`config.mk`:
```
export PLATFORM = sky130hd
export DESIGN_NAME = segmented_bitmap_block_allocator
export DESIGN_NICKNAME = d
export VERILOG_FILES = /design/src/rtl/sbba_pkg.sv /design/src/rtl/sbba_ram.sv /design/src/rtl/segmented_bitmap_block_allocator.sv
export SDC_FILE = /design/constraint.sdc
export NUM_CORES = 2
export LEC_CHECK = 0
export ABC_CLOCK_PERIOD_IN_PS = 15700
export CORE_MARGIN = 10
export CORE_UTILIZATION = 45
export CTS_CLUSTER_DIAMETER = 150
export DETAILED_ROUTE_END_ITERATION = 8
export DONT_BUFFER_PORTS = 1
export PLACE_DENSITY = 0.66
export SYNTH_ARGS = -nofsm -noshare
export SYNTH_HDL_FRONTEND = slang
export SYNTH_SLANG_ARGS = --single-unit
```
`constraint.sdc`:
```
create_clock -name clock -period 15.7 [get_ports clock]
set_clock_uncertainty 0.2 [all_clocks]
set_input_delay 0.785 -clock clock [delete_from_list [all_inputs] [get_ports clock]]
set_output_delay 0.785 -clock clock [all_outputs]
set_load 0.1 [all_outputs]
```
`src/rtl/sbba_pkg.sv`:
```
// ----------------------------------------------------------------------------
// sbba_pkg: shared types and constants for the segmented block allocator
// Slot count, segment geometry, opcodes, status codes and sequencer states.
// ----------------------------------------------------------------------------
package sbba_pkg;

   localparam int MaxSegments      = 8;
   localparam int SegBlocksMax     = 256;
   localparam int WordsPerSeg      = (SegBlocksMax + 31) / 32;
   localparam int SlotW            = $clog2(MaxSegments);
   localparam int WordW            = $clog2(WordsPerSeg);
   localparam int IdxW             = $clog2(SegBlocksMax);
   localparam int LenW             = IdxW + 1;
   localparam int CntW             = $clog2(MaxSegments + 1);
   localparam int PoolW            = 12;
   localparam int MemDepth         = MaxSegments * WordsPerSeg;
   localparam int MemAw            = SlotW + WordW;

   localparam logic [1:0] OpAlloc     = 2'd0;
   localparam logic [1:0] OpFree      = 2'd1;
   localparam logic [1:0] OpFreeAll   = 2'd2;
   localparam logic [1:0] OpFreeEmpty = 2'd3;

   localparam logic [1:0] StOk      = 2'd0;
   localparam logic [1:0] StNoMem   = 2'd1;
   localparam logic [1:0] StInvalid = 2'd2;

   localparam logic [0:0] RegSegBlocks = 1'd0;
   localparam logic [0:0] RegMaxSegs   = 1'd1;

   typedef enum logic [8:0] {
      S_IDLE   = 9'b000000001,
      S_PICK   = 9'b000000010,
      S_CLEAR  = 9'b000000100,
      S_RDWORD = 9'b000001000,
      S_SCAN   = 9'b000010000,
      S_FRD    = 9'b000100000,
      S_FCHK   = 9'b001000000,
      S_EMPTY  = 9'b010000000,
      S_DONE   = 9'b100000000
   } state_type;

endpackage

```
`src/rtl/sbba_ram.sv`:
```
// ----------------------------------------------------------------------------
// sbba_ram: generic single-port RAM
// One address per cycle: always read, written when we is high; read data registered.
// ----------------------------------------------------------------------------
module sbba_ram #(
   parameter int Width = 32,
   parameter int Depth = 64
) (
   input  logic                     clock,
   input  logic                     we,
   input  logic [$clog2(Depth)-1:0] addr,
   input  logic [Width-1:0]         wdata,
   output logic [Width-1:0]         rdata
);

   logic [Width-1:0] mem_ff [Depth];
   logic [Width-1:0] rdata_ff;

   // write or read one word
   always_ff @(posedge clock) begin
      if (we) begin
         mem_ff[addr] <= wdata;
      end
      rdata_ff <= mem_ff[addr];
   end

   assign rdata = rdata_ff;

endmodule

```
`src/rtl/segmented_bitmap_block_allocator.sv`:
```
// ----------------------------------------------------------------------------
// segmented_bitmap_block_allocator: fixed-size block allocator
// Hands out blocks from up to eight segments, each tracked by a bitmap in one shared RAM.
// ----------------------------------------------------------------------------
// One command at a time: busy rises the cycle after start and the result beat
// appears on rsp_valid for one cycle, which the receiver must take. Timing is
// set by the single bitmap RAM port and the slot-by-slot sequencer: allocate
// in an existing segment reads and scans one 32-bit word at a time until a
// clear bit is found; opening a segment first zeroes each of its words.
// Free reads the word and clears the bit, free-all clears the tables, and
// free-empty visits one slot per cycle. Result counts: free_blocks and total_blocks.
// ----------------------------------------------------------------------------
module segmented_bitmap_block_allocator import sbba_pkg::*; (
   input  logic               clock,
   input  logic               reset,
   input  logic               start,
   output logic               busy,
   input  logic [1:0]         req_op,
   input  logic [2:0]         req_seg_slot,
   input  logic [7:0]         req_block_index,
   output logic               rsp_valid,
   output logic [1:0]         rsp_status,
   output logic [2:0]         rsp_out_slot,
   output logic [7:0]         rsp_out_index,
   output logic [11:0]        rsp_free_blocks,
   output logic [11:0]        rsp_total_blocks,
   input  logic               psel,
   input  logic               penable,
   input  logic               pwrite,
   input  logic [2:0]         paddr,
   input  logic [31:0]        pwdata,
   output logic [31:0]        prdata,
   output logic               pready
);

   state_type state_ff, state_in;

   // configuration
   logic [8:0] seg_blocks_ff;
   logic [3:0] max_segs_ff;
   logic       csr_wr;
   logic [0:0] csr_reg;

   // command latch
   logic [1:0]       op_ff;
   logic [SlotW-1:0] fslot_ff;
   logic [IdxW-1:0]  fidx_ff;

   // segment tables
   logic [MaxSegments-1:0] live_ff;
   logic [LenW-1:0]        fcnt_ff [MaxSegments];
   logic [LenW-1:0]        len_ff  [MaxSegments];
   logic [SlotW-1:0]       rank_ff [MaxSegments];
   logic [CntW-1:0]        seg_cnt_ff;
   logic [PoolW-1:0]       pool_ff;

   // sequencer working registers
   logic [SlotW-1:0] slot_ff;
   logic [WordW-1:0] word_ff;
   logic [SlotW-1:0] scan_ff;

   // result registers
   logic             rv_ff;
   logic [1:0]       rst_ff;
   logic [2:0]       rslot_ff;
   logic [7:0]       ridx_ff;

   // RAM port
   logic             ram_we;
   logic [MemAw-1:0] ram_addr;
   logic [31:0]      ram_wdata, ram_rdata;

   sbba_ram #(.Width(32), .Depth(MemDepth)) u_ram (
      .clock(clock), .we(ram_we), .addr(ram_addr), .wdata(ram_wdata), .rdata(ram_rdata)
   );

   // effective size and limit
   logic [LenW-1:0]  eff_size;
   logic [CntW-1:0]  eff_limit;
   always_comb begin
      if (seg_blocks_ff == '0) eff_size = LenW'(1);
      else if (seg_blocks_ff > 9'(SegBlocksMax)) eff_size = LenW'(SegBlocksMax);
      else eff_size = LenW'(seg_blocks_ff);
      if (max_segs_ff == '0 || max_segs_ff > 4'(MaxSegments)) eff_limit = CntW'(MaxSegments);
      else eff_limit = CntW'(max_segs_ff);
   end

   // newest live segment with room, and lowest free slot
   logic             best_found, free_found;
   logic [SlotW-1:0] best_slot, free_slot;
   always_comb begin
      best_found = 1'b0;
      best_slot  = '0;
      free_found = 1'b0;
      free_slot  = '0;
      for (int s = 0; s < MaxSegments; s++) begin
         if (live_ff[s] && fcnt_ff[s] != '0 &&
             (!best_found || rank_ff[s] < rank_ff[best_slot])) begin
            best_found = 1'b1;
            best_slot  = SlotW'(s);
         end
         if (!live_ff[s] && !free_found) begin
            free_found = 1'b1;
            free_slot  = SlotW'(s);
         end
      end
   end

   // lowest clear bit of the read word, limited to the segment length
   logic [LenW-1:0] word_base;
   logic [31:0]     word_mask;
   logic            bit_found;
   logic [4:0]      bit_pos;
   logic [LenW-1:0] hit_idx;
   always_comb begin
      word_base = LenW'({word_ff, 5'd0});
      bit_found = 1'b0;
      bit_pos   = '0;
      for (int b = 31; b >= 0; b--) begin
         word_mask[b] = (word_base + LenW'(b)) < len_ff[slot_ff];
         if (!ram_rdata[b] && word_mask[b]) begin
            bit_found = 1'b1;
            bit_pos   = 5'(b);
         end
      end
      hit_idx = word_base + LenW'(bit_pos);
   end

   logic fbit;
   assign fbit = ram_rdata[fidx_ff[4:0]];
   logic last_word;
   assign last_word = (word_base + LenW'(32)) >= len_ff[slot_ff];

   assign csr_wr  = psel && penable && pwrite;
   assign csr_reg = paddr[2:2];
   assign pready  = 1'b1;
   assign prdata  = (csr_reg == RegSegBlocks) ? {23'd0, seg_blocks_ff} : {28'd0, max_segs_ff};

   // RAM control
   always_comb begin
      ram_we    = 1'b0;
      ram_wdata = '0;
      ram_addr  = {slot_ff, word_ff};
      unique case (state_ff)
         S_CLEAR: ram_we = 1'b1;
         S_SCAN: begin
            ram_we    = bit_found;
            ram_wdata = ram_rdata | (32'd1 << bit_pos);
         end
         S_FRD: ram_addr = {fslot_ff, fidx_ff[IdxW-1:5]};
         S_FCHK: begin
            ram_addr  = {fslot_ff, fidx_ff[IdxW-1:5]};
            ram_we    = live_ff[fslot_ff] && LenW'(fidx_ff) < len_ff[fslot_ff] && fbit;
            ram_wdata = ram_rdata & ~(32'd1 << fidx_ff[4:0]);
         end
         default: ;
      endcase
   end

   // sequencer
   always_comb begin
      state_in = state_ff;
      unique case (state_ff)
         S_IDLE: if (start) begin
            unique case (req_op)
               OpAlloc:     state_in = S_PICK;
               OpFree:      state_in = S_FRD;
               OpFreeAll:   state_in = S_DONE;
               OpFreeEmpty: state_in = S_EMPTY;
            endcase
         end
         S_PICK: begin
            if (best_found) state_in = S_RDWORD;
            else if (seg_cnt_ff >= eff_limit || !free_found) state_in = S_DONE;
            else state_in = S_CLEAR;
         end
         S_CLEAR:  if (word_ff == WordW'(WordsPerSeg - 1)) state_in = S_RDWORD;
         S_RDWORD: state_in = S_SCAN;
         S_SCAN:   state_in = (bit_found || last_word) ? S_DONE : S_RDWORD;
         S_FRD:    state_in = S_FCHK;
         S_FCHK:   state_in = S_DONE;
         S_EMPTY:  if (scan_ff == SlotW'(MaxSegments - 1)) state_in = S_DONE;
         S_DONE:   state_in = S_IDLE;
         default:  state_in = S_IDLE;
      endcase
   end

   always_ff @(posedge clock) begin
      if (reset) begin
         state_ff      <= S_IDLE;
         seg_blocks_ff <= 9'd256;
         max_segs_ff   <= '0;
         live_ff       <= '0;
         seg_cnt_ff    <= '0;
         pool_ff       <= '0;
         rv_ff         <= 1'b0;
      end else begin
         state_ff <= state_in;
         rv_ff    <= 1'b0;
         if (csr_wr) begin
            if (csr_reg == RegSegBlocks) seg_blocks_ff <= pwdata[8:0];
            else max_segs_ff <= pwdata[3:0];
         end
         unique case (state_ff)
            S_IDLE: if (start) begin
               op_ff    <= req_op;
               fslot_ff <= req_seg_slot;
               fidx_ff  <= req_block_index;
               rst_ff   <= StOk;
               rslot_ff <= '0;
               ridx_ff  <= '0;
               word_ff  <= '0;
               scan_ff  <= '0;
               if (req_op == OpFreeAll) begin
                  live_ff    <= '0;
                  seg_cnt_ff <= '0;
                  pool_ff    <= '0;
               end
            end
            S_PICK: begin
               if (best_found) slot_ff <= best_slot;
               else if (seg_cnt_ff >= eff_limit || !free_found) rst_ff <= StNoMem;
               else begin
                  // open a new segment as the newest
                  slot_ff <= free_slot;
                  for (int s = 0; s < MaxSegments; s++)
                     if (live_ff[s]) rank_ff[s] <= rank_ff[s] + 1'b1;
                  live_ff[free_slot] <= 1'b1;
                  len_ff[free_slot]  <= eff_size;
                  fcnt_ff[free_slot] <= eff_size;
                  rank_ff[free_slot] <= '0;
                  seg_cnt_ff         <= seg_cnt_ff + 1'b1;
                  pool_ff            <= pool_ff + PoolW'(eff_size);
               end
            end
            S_CLEAR: word_ff <= (word_ff == WordW'(WordsPerSeg - 1)) ? '0 : word_ff + 1'b1;
            S_SCAN: begin
               if (bit_found) begin
                  fcnt_ff[slot_ff] <= fcnt_ff[slot_ff] - 1'b1;
                  pool_ff          <= pool_ff - 1'b1;
                  rslot_ff         <= 3'(slot_ff);
                  ridx_ff          <= 8'(hit_idx);
               end else if (last_word) rst_ff <= StNoMem;
               else word_ff <= word_ff + 1'b1;
            end
            S_FCHK: begin
               if (live_ff[fslot_ff] && LenW'(fidx_ff) < len_ff[fslot_ff] && fbit) begin
                  fcnt_ff[fslot_ff] <= fcnt_ff[fslot_ff] + 1'b1;
                  pool_ff           <= pool_ff + 1'b1;
               end else rst_ff <= StInvalid;
            end
            S_EMPTY: begin
               // drop one wholly free slot and close the rank gap
               if (live_ff[scan_ff] && fcnt_ff[scan_ff] == len_ff[scan_ff]) begin
                  live_ff[scan_ff] <= 1'b0;
                  seg_cnt_ff       <= seg_cnt_ff - 1'b1;
                  pool_ff          <= pool_ff - PoolW'(len_ff[scan_ff]);
                  for (int t = 0; t < MaxSegments; t++)
                     if (live_ff[t] && rank_ff[t] > rank_ff[scan_ff])
                        rank_ff[t] <= rank_ff[t] - 1'b1;
               end
               scan_ff <= scan_ff + 1'b1;
            end
            S_DONE: rv_ff <= 1'b1;
            default: ;
         endcase
      end
   end

   // total is a narrow multiply of count by size
   logic [PoolW+CntW-1:0] total_full;
   assign total_full = PoolW'(seg_cnt_ff) * (PoolW+CntW)'(eff_size);

   assign busy             = (state_ff != S_IDLE);
   assign rsp_valid        = rv_ff;
   assign rsp_status       = rst_ff;
   assign rsp_out_slot     = rslot_ff;
   assign rsp_out_index    = ridx_ff;
   assign rsp_free_blocks  = pool_ff;
   assign rsp_total_blocks = total_full[PoolW-1:0];

   // checks
   a_cnt_bound: assert property (@(posedge clock) disable iff (reset)
      seg_cnt_ff <= CntW'(MaxSegments)) else $error("segment count over slots");
   a_cnt_live: assert property (@(posedge clock) disable iff (reset)
      state_ff == S_IDLE |-> CntW'($countones(live_ff)) == seg_cnt_ff)
      else $error("segment count disagrees with live slots");
   a_rsp_after_done: assert property (@(posedge clock) disable iff (reset)
      rsp_valid |-> $past(state_ff == S_DONE)) else $error("stray result beat");
   a_handle_zero: assert property (@(posedge clock) disable iff (reset)
      rsp_valid && op_ff != OpAlloc |-> rsp_out_slot == '0 && rsp_out_index == '0)
      else $error("block handle on a non-allocate result");

endmodule

```
==> flow_summary.json <==
{
  "status": "finished with violations",
  "violations": "DRC",
  "grt_pass1_wl_um": 431300,
  "synth_common_cells": "edfxtp_1 (2,225), a222oi_1 (408), clkbuf_1 (321)",
  "hold_path_class": "input pin to flip-flop",
  "cp-end-kind": "flip-flop",
  "layout_min_cycle_time_ns": 12.87,
  "tightest_slew_ns": 1.426,
  "ios": 126,
  "arrival_ns": 13.23,
  "numCtsBuffers": 227,
  "cts_tree": "built",
  "setup_viol": 0,
  "final_area_um2": 107100,
  "p_leak_nw": 29.98,
  "clockBufferDepth": 3,
  "htree_levels": 4,
  "die_y_um": 478.8,
  "drt_first_pass_iters": 9,
  "place_area_um2": 99430,
  "worst_path_max_delay_cell": "nor4_1",
  "hp-start": "req_op[0]",
  "grt_setup_unrepaired": "no",
  "initial_core_util": 0.4521,
  "clk_latency_ns": 0.92,
  "gp_congestion": 0.9248,
  "syn_inst": 5835,
  "postRouteWirelength_um": 304400,
  "cts-root-buf": "clkbuf_16",
  "ys_warn_count": 0,
  "async_reset_ff_frac": 0,
  "grt.total_usage": 0.2554,
  "hold_end": "state_ff[8]$_SDFFE_PP0P_",
  "viasPerCell": 6.831,
  "core_area_um2": 209600,
  "synth_top_area_share": 0.7052,
  "cts_setup_buffers": 0,
  "drt_iter0_markers": 11042,
  "vias": 60919,
  "rows": 168,
  "fin_hold_ws_ns": 0.07754,
  "drv_cap": 0,
  "synth_cell_types": 97,
  "final-hold-violation-count": 0,
  "clock.fmax_ghz": 0.07769,
  "cp.required_ns": 16.05,
  "n_fill_cell": 16839,
  "yosys.area.top_type": "edfxtp_1",
  "grt_max_degree": 107,
  "worst_slack_ns": 2.828,
  "antenna_found_initial": 18,
  "synthFlopType": "edfxtp_1",
  "crit_type": "flip-flop to flip-flop",
  "clock-sinks": 2337,
  "drv_slew": 0,
  "clk_pin_slew_ns": 0.06,
  "r2r_slack_ns": 2.83,
  "power_density_nw_per_um2": 132.1,
  "ir_drop_mv": 0.1153,
  "drive_gt1_frac": 0.1435,
  "r2r_end": "slot_ff[0]$_DFFE_PP_",
  "hold_depth": 2,
  "dpl_worst_slack_ns": 2.876,
  "ant_nets": 0,
  "synth.area.top_cells": "edfxtp_1 (71%), a222oi_1 (4.3%), mux4_2 (3.0%)",
  "synth_seq_cells": 2337,
  "worst_setup_path_start_kind": "flip-flop",
  "r2r_cells": 52,
  "drcViolationCount": 8,
  "grt-ovfl-total": 0,
  "dp_cells": 8463,
  "die_area_um2": 229300,
  "fp.dieW_um": 478.8,
  "synth.most_common_cell": "edfxtp_1",
  "finalSetupTns_ns": 0,
  "max_stage_delay_ns": 0.59,
  "nets": 6087,
  "netlist_area_um2": 94740,
  "synth_edf_count": 2225,
  "synth.avg_cell_area_um2": 16.24,
  "port_buffers": 0,
  "first_global_vias": 58200,
  "cp_max_fo": 9,
  "wire_per_inst_um": 34.13,
  "r2r-start": "fcnt_ff[0][6]$_DFFE_PP_",
  "total_power_mw": 14.15,
  "area_delta_synth_final_pct": 13.06,
  "fin_crit_sh": 0.8198,
  "slew_headroom": 0.03954,
  "post-dp-hpwl_um": 176100,
  "ys_seq_area_frac": 0.7289,
  "finalNonFillerCells": 8918,
  "final_util": 0.5111
}
report_power, final:
part | internal, mW | total [mW] | switching (mW)
sequential | 6.75 | 6.84 | 0.0875
combinational | 0.636 | 1.93 | 1.30
clock | 2.99 | 5.38 | 2.39
worst max-delay path: cells and delay by family (launching register included):
kind / cells / cell delay (ns)
DFF: 1 / 0.43
adders and majority gates: 6 / 1.68
AOI/OAI and AO/OA: 24 / 5.62
and+or+nand+nor: 15 / 3.41
muxes: 5 / 1.04
buffers and inverters: 2 / 0.20
how the worst max path moves through the flow:
stage                     slack (ns)  cells past startpoint                       start                    to
after floorplan                 4.62                     55  rank_ff[0][2]$_SDFFE_PP0P_  slot_ff[0]$_DFFE_PP_
after global placement          2.85                     52     fcnt_ff[0][6]$_DFFE_PP_  slot_ff[0]$_DFFE_PP_
after detailed placement        2.88                     52     fcnt_ff[0][6]$_DFFE_PP_  slot_ff[0]$_DFFE_PP_
after CTS                       2.79                     52     fcnt_ff[0][6]$_DFFE_PP_  slot_ff[0]$_DFFE_PP_
after global routing            1.25                     50     fcnt_ff[0][5]$_DFFE_PP_  slot_ff[0]$_DFFE_PP_
final                           2.83                     52     fcnt_ff[0][6]$_DFFE_PP_  slot_ff[0]$_DFFE_PP_
cell type report:
type	count	area, um^2	area share
Sequential cell	2337	69060	0.6448
Multi-Input combinational cell	2989	24590	0.2295
Clock buffer	299	5981	0.05584
Tap cell	2805	3510	0.03277
Timing Repair Buffer	270	2237	0.02089
Clock inverter	118	1370	0.01279
Inverter	92	345.3	0.003224
Antenna cell	8	20.02	0.0001869
layer usage:
layer / vias up / share of wire / GRT usage
li1: 24745 / - / -
met1: 30895 / 0.37 / 0.3464
met2: 4597 / 0.44 / 0.3841
met3: 666 / 0.14 / 0.07945
met4: 16 / 0.044 / 0.1023
met5: - / 0.0011 / 0
registers in the layout, indices dropped and copies added (netlist names), named ones only:
register / count
fidx_ff: 8
rsp_valid: 1
scan_ff: 3
live_ff: 8
rank_ff: 24
seg_blocks_ff: 9
u_ram.mem_ff: 2048
rsp_status: 2
slot_ff: 3
u_ram.rdata: 32
fcnt_ff: 72
seg_cnt_ff: 4
max_segs_ff: 4
fslot_ff: 3
len_ff: 72
rsp_free_blocks: 12
state_ff: 9
word_ff: 3
rsp_out_slot: 3
rsp_out_index: 8
what timing repair did:
| item | 4_1_cts | 5_1_grt |
|---|---|---|
| hold buffers | 30 | 0 |
| gates resized for setup | 0 | 0 |
| hold endpoints to repair | 66 | 0 |
placed cells by master, fill, tap and decap left out, types with 181 or more instances in the layout:
master / netlist / layout
a21oi_1: 181 / 181
a221oi_1: 205 / 205
a222oi_1: 408 / 408
a22oi_1: 184 / 184
buf_4: 26 / 230
clkbuf_16: 0 / 227
edfxtp_1: 2225 / 2225
nand2_1: 219 / 219
nor2_1: 201 / 190
o21ai_0: 247 / 215
cells by family after synthesis:
kind of cell | after synthesis | share of synthesized area
XOR/XNOR | 57 | 0.005269
other | 2 | 0.00007927
adder cells (fa/ha/maj) | 116 | 0.01722
multiplexers | 230 | 0.04163
flip-flops | 2337 | 0.7289
buffers and inverters | 531 | 0.02231
AND/OR/NAND/NOR | 849 | 0.04443
AO/OA/AOI/OAI | 1713 | 0.1402
No activity file was read; power rests on OpenSTA's default activity.
